### src/hw/rtl/fpfa_pkg.sv
// ----------------------------------------------------------------------------
// fpfa_pkg
// Shared constants for the fixed-partition fit allocator: request and status
// codes, field widths and parameter defaults.
// ----------------------------------------------------------------------------
package fpfa_pkg;

   localparam int MAX_BLOCKS_DEF = 32;
   localparam int SIZE_BITS_DEF  = 16;

   localparam int FIELD_BITS = 16;   // width of the size fields on the ports
   localparam int INDEX_BITS = 5;    // width of the index field on the ports
   localparam int STATUS_BITS = 3;
   localparam int TOTAL_BITS = 21;

   localparam logic [TOTAL_BITS-1:0] TOTAL_MAX = '1;

   typedef enum logic [1:0] {
      REQ_LOAD   = 2'd0,
      REQ_ALLOC  = 2'd1,
      REQ_REPORT = 2'd2,
      REQ_CLEAR  = 2'd3
   } req_code_type;

   localparam logic [STATUS_BITS-1:0] ST_LOADED  = 3'd0;
   localparam logic [STATUS_BITS-1:0] ST_ALLOC   = 3'd1;
   localparam logic [STATUS_BITS-1:0] ST_NOSPACE = 3'd2;
   localparam logic [STATUS_BITS-1:0] ST_FULL    = 3'd3;
   localparam logic [STATUS_BITS-1:0] ST_REPORT  = 3'd4;

endpackage

### src/hw/rtl/fixed_partition_fit_allocator_core.sv
// ----------------------------------------------------------------------------
// fixed_partition_fit_allocator_core
// Fixed-partition block table with first-fit / best-fit allocation and
// fragmentation reporting. Block sizes sit in a RAM that is scanned one entry
// per cycle; used marks, block count and the internal total sit in flops.
// ----------------------------------------------------------------------------
//
//  channel | direction | handshake             | word
//  --------+-----------+-----------------------+-----------------------------
//  req     | in        | req_valid / req_stall | type, block size, proc size
//  rsp     | out       | rsp_valid / rsp_stall | status, index, leftover, totals
//  csr     | in        | csr_valid / csr_ready | fit mode (0 first, 1 best)
//
//  load and clear words go from idle straight to the emit state; allocate and
//  report words pass through the scan and finish states first (an empty table
//  skips the scan), scanning one entry a cycle through the block size RAM read port.
//  one word is in work at a time; req_stall is high until its result has been
//  moved into the output register, so a waiting result does not block the
//  next request word. reset is synchronous and empties the table and totals;
//  RAM contents are not cleared, only entries below the block count are read.
//
module fixed_partition_fit_allocator_core #(
   parameter int MAX_BLOCKS = fpfa_pkg::MAX_BLOCKS_DEF,
   parameter int SIZE_BITS  = fpfa_pkg::SIZE_BITS_DEF
) (
   input  logic                                clock,
   input  logic                                reset,

   input  logic                                req_valid,
   output logic                                req_stall,
   input  logic [1:0]                          req_type,
   input  logic [fpfa_pkg::FIELD_BITS-1:0]     req_block_size,
   input  logic [fpfa_pkg::FIELD_BITS-1:0]     req_process_size,

   output logic                                rsp_valid,
   input  logic                                rsp_stall,
   output logic [fpfa_pkg::STATUS_BITS-1:0]    rsp_status,
   output logic [fpfa_pkg::INDEX_BITS-1:0]     rsp_block_index,
   output logic [fpfa_pkg::FIELD_BITS-1:0]     rsp_leftover,
   output logic [fpfa_pkg::TOTAL_BITS-1:0]     rsp_internal_total,
   output logic [fpfa_pkg::TOTAL_BITS-1:0]     rsp_external_total,

   input  logic                                csr_valid,
   output logic                                csr_ready,
   input  logic                                csr_data
);

   localparam int IDX_W  = $clog2(MAX_BLOCKS);
   localparam int CNT_W  = $clog2(MAX_BLOCKS + 1);
   localparam int CMP_W  = (SIZE_BITS > fpfa_pkg::FIELD_BITS) ? SIZE_BITS
                                                              : fpfa_pkg::FIELD_BITS;
   localparam int SUM_W  = ((CMP_W > fpfa_pkg::TOTAL_BITS) ? CMP_W
                                                           : fpfa_pkg::TOTAL_BITS) + 1;
   localparam int TW     = fpfa_pkg::TOTAL_BITS;
   localparam int OIW    = fpfa_pkg::INDEX_BITS;

   typedef enum logic [1:0] {
      S_IDLE,
      S_SCAN,
      S_FINISH,
      S_EMIT
   } state_type;

   state_type state_ff, state_in;

   logic                  fit_mode_ff, fit_mode_in;
   logic [CNT_W-1:0]      count_ff, count_in;
   logic [MAX_BLOCKS-1:0] used_ff, used_in;
   logic [TW-1:0]         isum_ff, isum_in;

   logic [1:0]            op_ff, op_in;
   logic [fpfa_pkg::FIELD_BITS-1:0] psize_ff, psize_in;

   // scan pipeline: issue stage drives the RAM address, check stage sees data
   logic                  iss_on_ff, iss_on_in;
   logic [IDX_W-1:0]      iss_idx_ff, iss_idx_in;
   logic                  chk_vld_ff, chk_vld_in;
   logic [IDX_W-1:0]      chk_idx_ff, chk_idx_in;
   logic                  chk_used_ff, chk_used_in;
   logic                  chk_last_ff, chk_last_in;

   logic                  found_ff, found_in;
   logic [IDX_W-1:0]      pick_ff, pick_in;
   logic [SIZE_BITS-1:0]  best_ff, best_in;
   logic [TW-1:0]         ext_ff, ext_in;

   // result waiting for the output register
   logic [fpfa_pkg::STATUS_BITS-1:0] res_status_ff, res_status_in;
   logic [IDX_W-1:0]                 res_idx_ff, res_idx_in;
   logic [fpfa_pkg::FIELD_BITS-1:0]  res_left_ff, res_left_in;
   logic [TW-1:0]                    res_itot_ff, res_itot_in;
   logic [TW-1:0]                    res_etot_ff, res_etot_in;

   logic                             rsp_valid_ff, rsp_valid_in;
   logic [fpfa_pkg::STATUS_BITS-1:0] rsp_status_ff, rsp_status_in;
   logic [OIW-1:0]                   rsp_idx_ff, rsp_idx_in;
   logic [fpfa_pkg::FIELD_BITS-1:0]  rsp_left_ff, rsp_left_in;
   logic [TW-1:0]                    rsp_itot_ff, rsp_itot_in;
   logic [TW-1:0]                    rsp_etot_ff, rsp_etot_in;

   logic                  ram_we;
   logic                  ram_re;
   logic [SIZE_BITS-1:0]  ram_rd_data;

   logic                  rsp_fire;
   logic [CNT_W-1:0]      iss_next;
   logic                  iss_last;
   logic                  fits;
   logic                  take;
   logic [CMP_W-1:0]      left_w;
   logic [SUM_W-1:0]      isum_add;
   logic [SUM_W-1:0]      ext_add;
   logic [TW-1:0]         isum_sat;
   logic [TW-1:0]         ext_sat;
   logic [IDX_W+OIW-1:0]  res_idx_ext;

   // RAM writes happen only on a load word and reads only during a scan,
   // so the two never touch the same entry in overlapping cycles
   fpfa_ram #(
      .WIDTH (SIZE_BITS),
      .DEPTH (MAX_BLOCKS)
   ) u_size_ram (
      .clock   (clock),
      .wr_en   (ram_we),
      .wr_addr (count_ff[IDX_W-1:0]),
      .wr_data (SIZE_BITS'(req_block_size)),
      .rd_en   (ram_re),
      .rd_addr (iss_idx_ff),
      .rd_data (ram_rd_data)
   );

   assign rsp_fire  = rsp_valid_ff & ~rsp_stall;
   assign iss_next  = CNT_W'(iss_idx_ff) + CNT_W'(1);
   assign iss_last  = (iss_next == count_ff);

   assign fits      = ~chk_used_ff & (CMP_W'(ram_rd_data) >= CMP_W'(psize_ff));
   assign take      = fits & (~found_ff | (fit_mode_ff & (ram_rd_data < best_ff)));

   assign left_w    = CMP_W'(best_ff) - CMP_W'(psize_ff);
   assign isum_add  = SUM_W'(isum_ff) + SUM_W'(left_w);
   assign isum_sat  = (isum_add > SUM_W'(fpfa_pkg::TOTAL_MAX)) ? fpfa_pkg::TOTAL_MAX
                                                               : isum_add[TW-1:0];
   assign ext_add   = SUM_W'(ext_ff) + SUM_W'(ram_rd_data);
   assign ext_sat   = (ext_add > SUM_W'(fpfa_pkg::TOTAL_MAX)) ? fpfa_pkg::TOTAL_MAX
                                                              : ext_add[TW-1:0];
   assign res_idx_ext = {{OIW{1'b0}}, res_idx_ff};

   always_comb begin
      state_in      = state_ff;
      fit_mode_in   = fit_mode_ff;
      count_in      = count_ff;
      used_in       = used_ff;
      isum_in       = isum_ff;
      op_in         = op_ff;
      psize_in      = psize_ff;
      iss_on_in     = iss_on_ff;
      iss_idx_in    = iss_idx_ff;
      chk_vld_in    = 1'b0;
      chk_idx_in    = chk_idx_ff;
      chk_used_in   = chk_used_ff;
      chk_last_in   = chk_last_ff;
      found_in      = found_ff;
      pick_in       = pick_ff;
      best_in       = best_ff;
      ext_in        = ext_ff;
      res_status_in = res_status_ff;
      res_idx_in    = res_idx_ff;
      res_left_in   = res_left_ff;
      res_itot_in   = res_itot_ff;
      res_etot_in   = res_etot_ff;
      rsp_valid_in  = rsp_valid_ff & ~rsp_fire;
      rsp_status_in = rsp_status_ff;
      rsp_idx_in    = rsp_idx_ff;
      rsp_left_in   = rsp_left_ff;
      rsp_itot_in   = rsp_itot_ff;
      rsp_etot_in   = rsp_etot_ff;
      ram_we        = 1'b0;
      ram_re        = 1'b0;

      if (csr_valid) begin
         fit_mode_in = csr_data;
      end

      unique case (state_ff)
         S_IDLE: begin
            if (req_valid) begin
               op_in       = req_type;
               psize_in    = req_process_size;
               res_idx_in  = '0;
               res_left_in = '0;
               res_etot_in = '0;
               res_itot_in = isum_ff;
               unique case (req_type) inside
                  fpfa_pkg::REQ_LOAD: begin
                     if (count_ff == CNT_W'(MAX_BLOCKS)) begin
                        res_status_in = fpfa_pkg::ST_FULL;
                     end else begin
                        ram_we                        = 1'b1;
                        used_in[count_ff[IDX_W-1:0]]  = 1'b0;
                        count_in                      = count_ff + CNT_W'(1);
                        res_status_in                 = fpfa_pkg::ST_LOADED;
                        res_idx_in                    = count_ff[IDX_W-1:0];
                     end
                     state_in = S_EMIT;
                  end
                  fpfa_pkg::REQ_ALLOC, fpfa_pkg::REQ_REPORT: begin
                     found_in   = 1'b0;
                     ext_in     = '0;
                     iss_idx_in = '0;
                     if (count_ff == '0) begin
                        iss_on_in = 1'b0;
                        state_in  = S_FINISH;
                     end else begin
                        iss_on_in = 1'b1;
                        state_in  = S_SCAN;
                     end
                  end
                  default: begin
                     // clear: fit mode survives, the RAM is left as is
                     used_in       = '0;
                     count_in      = '0;
                     isum_in       = '0;
                     res_itot_in   = '0;
                     res_status_in = fpfa_pkg::ST_REPORT;
                     state_in      = S_EMIT;
                  end
               endcase
            end
         end

         S_SCAN: begin
            if (iss_on_ff) begin
               ram_re      = 1'b1;
               chk_vld_in  = 1'b1;
               chk_idx_in  = iss_idx_ff;
               chk_used_in = used_ff[iss_idx_ff];
               chk_last_in = iss_last;
               if (iss_last) begin
                  iss_on_in = 1'b0;
               end else begin
                  iss_idx_in = iss_idx_ff + IDX_W'(1);
               end
            end
            if (chk_vld_ff) begin
               if (take) begin
                  found_in = 1'b1;
                  pick_in  = chk_idx_ff;
                  best_in  = ram_rd_data;
               end
               if (~chk_used_ff) begin
                  ext_in = ext_sat;
               end
               if (chk_last_ff) begin
                  state_in = S_FINISH;
               end
            end
         end

         S_FINISH: begin
            if (op_ff == fpfa_pkg::REQ_ALLOC) begin
               if (found_ff) begin
                  used_in[pick_ff] = 1'b1;
                  isum_in          = isum_sat;
                  res_status_in    = fpfa_pkg::ST_ALLOC;
                  res_idx_in       = pick_ff;
                  res_left_in      = left_w[fpfa_pkg::FIELD_BITS-1:0];
                  res_itot_in      = isum_sat;
               end else begin
                  res_status_in    = fpfa_pkg::ST_NOSPACE;
               end
            end else begin
               res_status_in = fpfa_pkg::ST_REPORT;
               res_etot_in   = ext_ff;
            end
            state_in = S_EMIT;
         end

         S_EMIT: begin
            if (~rsp_valid_ff | rsp_fire) begin
               rsp_valid_in  = 1'b1;
               rsp_status_in = res_status_ff;
               rsp_idx_in    = res_idx_ext[OIW-1:0];
               rsp_left_in   = res_left_ff;
               rsp_itot_in   = res_itot_ff;
               rsp_etot_in   = res_etot_ff;
               state_in      = S_IDLE;
            end
         end

         default: begin
            state_in = S_IDLE;
         end
      endcase
   end

   always_ff @(posedge clock) begin
      if (reset) begin
         state_ff     <= S_IDLE;
         fit_mode_ff  <= 1'b0;
         count_ff     <= '0;
         used_ff      <= '0;
         isum_ff      <= '0;
         iss_on_ff    <= 1'b0;
         chk_vld_ff   <= 1'b0;
         found_ff     <= 1'b0;
         rsp_valid_ff <= 1'b0;
      end else begin
         state_ff     <= state_in;
         fit_mode_ff  <= fit_mode_in;
         count_ff     <= count_in;
         used_ff      <= used_in;
         isum_ff      <= isum_in;
         iss_on_ff    <= iss_on_in;
         chk_vld_ff   <= chk_vld_in;
         found_ff     <= found_in;
         rsp_valid_ff <= rsp_valid_in;
      end
      op_ff         <= op_in;
      psize_ff      <= psize_in;
      iss_idx_ff    <= iss_idx_in;
      chk_idx_ff    <= chk_idx_in;
      chk_used_ff   <= chk_used_in;
      chk_last_ff   <= chk_last_in;
      pick_ff       <= pick_in;
      best_ff       <= best_in;
      ext_ff        <= ext_in;
      res_status_ff <= res_status_in;
      res_idx_ff    <= res_idx_in;
      res_left_ff   <= res_left_in;
      res_itot_ff   <= res_itot_in;
      res_etot_ff   <= res_etot_in;
      rsp_status_ff <= rsp_status_in;
      rsp_idx_ff    <= rsp_idx_in;
      rsp_left_ff   <= rsp_left_in;
      rsp_itot_ff   <= rsp_itot_in;
      rsp_etot_ff   <= rsp_etot_in;
   end

   assign req_stall          = (state_ff != S_IDLE);
   assign csr_ready          = 1'b1;
   assign rsp_valid          = rsp_valid_ff;
   assign rsp_status         = rsp_status_ff;
   assign rsp_block_index    = rsp_idx_ff;
   assign rsp_leftover       = rsp_left_ff;
   assign rsp_internal_total = rsp_itot_ff;
   assign rsp_external_total = rsp_etot_ff;

endmodule

### src/hw/rtl/fpfa_ram.sv
// ----------------------------------------------------------------------------
// fpfa_ram
// Generic single-write, single-read synchronous RAM with registered read data.
// ----------------------------------------------------------------------------
module fpfa_ram #(
   parameter int WIDTH = 16,
   parameter int DEPTH = 32,
   localparam int ADDR_W = (DEPTH > 1) ? $clog2(DEPTH) : 1
) (
   input  logic              clock,
   input  logic              wr_en,
   input  logic [ADDR_W-1:0] wr_addr,
   input  logic [WIDTH-1:0]  wr_data,
   input  logic              rd_en,
   input  logic [ADDR_W-1:0] rd_addr,
   output logic [WIDTH-1:0]  rd_data
);

   logic [WIDTH-1:0] mem [DEPTH];
   logic [WIDTH-1:0] rd_data_ff;

   always_ff @(posedge clock) begin
      if (wr_en) begin
         mem[wr_addr] <= wr_data;
      end
      if (rd_en) begin
         rd_data_ff <= mem[rd_addr];
      end
   end

   assign rd_data = rd_data_ff;

endmodule

### config.mk
export PLATFORM = sky130hd
export DESIGN_NAME = fixed_partition_fit_allocator_core
export DESIGN_NICKNAME = d
export VERILOG_FILES = /design/src/hw/rtl/fpfa_pkg.sv /design/src/hw/rtl/fixed_partition_fit_allocator_core.sv /design/src/hw/rtl/fpfa_ram.sv
export SDC_FILE = /design/constraint.sdc
export NUM_CORES = 1
export LEC_CHECK = 0
export BUFFER_PORTS_ARGS = -buffer_cell sky130_fd_sc_hd__buf_2
export CAP_MARGIN = 0
export CORE_UTILIZATION = 37
export DETAILED_ROUTE_END_ITERATION = 10
export GPL_TIMING_DRIVEN = 0
export PLACE_DENSITY = 0.54
export REMOVE_ABC_BUFFERS = 1
export SETUP_SLACK_MARGIN = 0.5
export SYNTH_ARGS = -nofsm -noshare
export SYNTH_HDL_FRONTEND = slang
export SYNTH_SLANG_ARGS = --single-unit
### constraint.sdc
create_clock -name clock -period 12.5 [get_ports clock]
set_input_delay 2.5 -clock clock [delete_from_list [all_inputs] [get_ports clock]]
set_output_delay 2.5 -clock clock [all_outputs]
set_load 0.02 [all_outputs]
==> results.md <==
- Largest net degree at the start of global routing: ~80
- DP Wirelength: 54300 um
- Filler instances: ~7800
- Via-per-instance ratio: 5.436
- IO buf count: 107
- Area leader, netlist: edfxtp_1
- Syn avg cell area: approximately 17 um2
- Final number of setup-violating endpoints: 0
- Post-synth EDFFs: approximately 730
- Core area: around 90000 um2
- Setup TNS: 0 ns
- DRT Pass-1 Iters: 6
- Dpl cells: about 3300
- Worst Reg-to-Reg Cells: 16
- Via count: between 15000 and 20000
- Max FO, Critical Path: 11
- Pleak: approximately 13 nW
- Synthesized flop and latch total: 798
- Gr usage total: 0.1723
- First-pass GRT wire length: around 120000 um
- Initial antenna violation count: 2
- Clk_skew: roughly 0.017 ns
- Area contributors post-synth: edfxtp_1 65%, mux4_2 11%, dfxtp_1 3.9%
- Slowest CP cell: o31ai_2
- Yosys warns: 0
- Detail Route Antenna Nets: 0
- Period utilisation layout: 0.4188
- Post-CTS Setup Bufs: 0
- Initial DRC count: between 1500 and 2000
- Post-synth top area share: 0.6489
- Fin. max-slew vios: 0
- Setup slack on the worst flop-to-flop path: a little over 7 ns
- WL/cell: roughly 23 um
- Final Hold Viols: 0
- Max H-tree Level: 3
- Worst slew margin: 0.07514
- # resized after CTS: 0
- Max incr delay on CP: 1.06 ns
- DRC viols: 0
- Layout area overhead: 17.69%
- Worst vdd ir: around 0.12 mV
- Clock sinks: 798
- # nets final: between 2000 and 2500
- Worst Hold Depth: 0
- RSZ-0062 raised after global routing: false
- Power per cell area: 187.4 nW/um2
- Die Wd: 304.6 um
- Worst R2R Start: psize_ff[0]$_DFFE_PP_
- Num CTS Buffers: between 80 and 90
- Total grt overflow: 0
- Outcome: complete, no violations
- Crit. End Element: register
- WP data required: between 10 and 15 ns
- Full die area: between 90000 and 100000 um2
- Clock-pin slew on the worst setup and hold paths: about 0.060 ns
- Synth cell types: 85
- Root Driver: clkbuf_16
- Hold Crit Endpoint: pick_ff[4]$_DFFE_PP_
- Post-synth ARST share: 0
- Clk buf depth: 3
- Initial Utilization: 0.3752
- Site Rows: between 100 and 150
- Delay-heaviest family, CP: compound AO/OA/AOI/OAI gates
- Prevailing post-synth register cell: edfxtp_1
- CTS Hold Buffers Added: 0
- Die Y: between 300 and 400 um
- # IOs: roughly 110
- Min-delay src: chk_idx_ff[4]$_DFFE_PP_
- Worst-path cell chain: ha_1, fa_1, nor2b_1, o21ai_0, a21oi_1, o22ai_1, o21bai_1, a31oi_1, xnor2_1, ha_1, a21oi_1, o21ai_0, a31oi_1, o31ai_2, o21ai_1, a221oi_1
- Cells after Synth: around 2000
- Most frequent cell after synthesis: edfxtp_1
- CTS tree: done
- Routed Wire Length: roughly 80000 um
- Max-cap check violation count: 0
- Crit path kind: register to register
- Fin cells: approximately 3400
- Vias in the first global route: about 19000
- Synth top cells by count: 732 x edfxtp_1, 170 x mux4_2, 124 x nor2_1
- Buf+Inv Stages, Crit Path: 0
- Worst Tran Pin Value: ~1.4 ns
- Sequential share of the synthesized area: 0.6879
- Clk_lat worst skew: ~0.64 ns
- Critical R2R Capture: res_itot_ff[16]$_DFFE_PP_
- Hold crit path type: register to register
- Share of cells above drive strength 1: 0.2454
- Gpl congestion: approximately 0.85
- Min Tclk post-route: 5.235 ns
- Fmax: between 150 and 200 MHz
- Cell area after synthesis: approximately 34000 um2
- Critical Path AT: around 5.7 ns
- Worst setup SP type: register
[metal layers]
metal	GRT usage	share of wire	up-vias
met5	0	0.00016	-
met4	0.04604	0.025	2
met3	0.02816	0.044	127
met2	0.2969	0.50	506
met1	0.2254	0.43	9604
li1	-	-	8385
[cells in the final DEF, fill, tap and decap left out, types with 10 or more instances in the layout]
cell,count
a211oi_1,12
a21o_1,25
a21oi_1,99
a31oi_1,14
and2_1,41
and3_1,19
buf_16,42
buf_2,107
buf_8,16
bufinv_16,11
clkbuf_16,86
clkinv_1,18
clkinv_2,15
dfxtp_1,66
edfxtp_1,732
ha_1,90
inv_1,90
mux2_2,17
mux4_2,170
nand2_1,67
nand2b_1,10
nand3_1,24
nor2_1,93
nor2_2,31
nor2b_1,12
nor3_1,23
o21a_1,13
o21ai_0,36
o22ai_1,17
o32ai_1,33
xnor2_1,28
xor2_1,17
[flip-flops by register name, indices dropped and copies added (netlist names), 6 cells and up]
signal              flops
psize_ff               16
res_etot_ff            21
best_ff                16
isum_ff                21
rsp_external_total     21
res_itot_ff            21
used_ff                32
res_left_ff            16
u_size_ram.mem        512
rsp_leftover           16
rsp_internal_total     21
u_size_ram.rd_data     16
count_ff                6
ext_ff                 21
[power by group]
part | total (W) | internal [W] | switching [W]
sequential | 0.00329 | 0.00319 | 0.0000992
clock | 0.00252 | 0.00149 | 0.00103
combinational | 0.00166 | 0.000714 | 0.000943
[metrics by stage]
stage | utilization | area, um2 | hold slack [ns] | setup slack, ns | power, W
final | 0.4416 | 39870 | 0.4167 | 7.265 | 0.007471
after global routing | 0.4415 | 39860 | 0.4225 | 6.879 | 0.007790
after CTS | 0.4412 | 39840 | 0.4144 | 7.260 | 0.007543
after detailed placement | 0.4105 | 37070 | 0.4045 | 6.716 | 0.005015
after global placement | 0.3925 | 35440 | 0.4015 | 1.888 | 0.004971
after floorplan | - | 33430 | 0.4003 | 4.598 | 0.004450
[cell type report]
class,instances,area [um2],share of cell area
Sequential cell,798,23300,0.5845
Inverter,93,349.1,0.008756
Multi-Input combinational cell,1035,9910,0.2486
Timing Repair Buffer,175,2062,0.05172
Clock buffer,96,2200,0.05517
Antenna cell,1,2.502,0.00006277
Tap cell,1176,1471,0.03691
Clock inverter,52,570.5,0.01431
[logic make-up after synthesis]
logic type / count (synthesis) / synth area share
buffers and inverters: 187 / 0.02338
AOI/OAI and AO/OA: 337 / 0.06785
muxes: 196 / 0.1213
other: 1 / 0.0001107
and+or+nand+nor: 362 / 0.05241
xor gates and xnor gates: 45 / 0.01163
DFF: 798 / 0.6879
adders and majority gates: 94 / 0.03538
[how the worst max path moves through the flow]
stage                                startpoint                         endpoint  slack (ns)  cells after the start
after global placement                rsp_stall       rsp_leftover[14]$_DFFE_PP_        1.89                      2
after CTS                 psize_ff[0]$_DFFE_PP_        res_itot_ff[16]$_DFFE_PP_        7.26                     16
after global routing      psize_ff[0]$_DFFE_PP_        res_itot_ff[16]$_DFFE_PP_        6.88                     16
final                     psize_ff[0]$_DFFE_PP_        res_itot_ff[16]$_DFFE_PP_        7.27                     16
after detailed placement            req_type[0]  u_size_ram.mem[26][8]$_DFFE_PP_        6.72                      8
after floorplan                       rsp_stall     rsp_block_index[0]$_DFFE_PP_        4.60                      1
No activity file was read; power rests on OpenSTA's default activity.
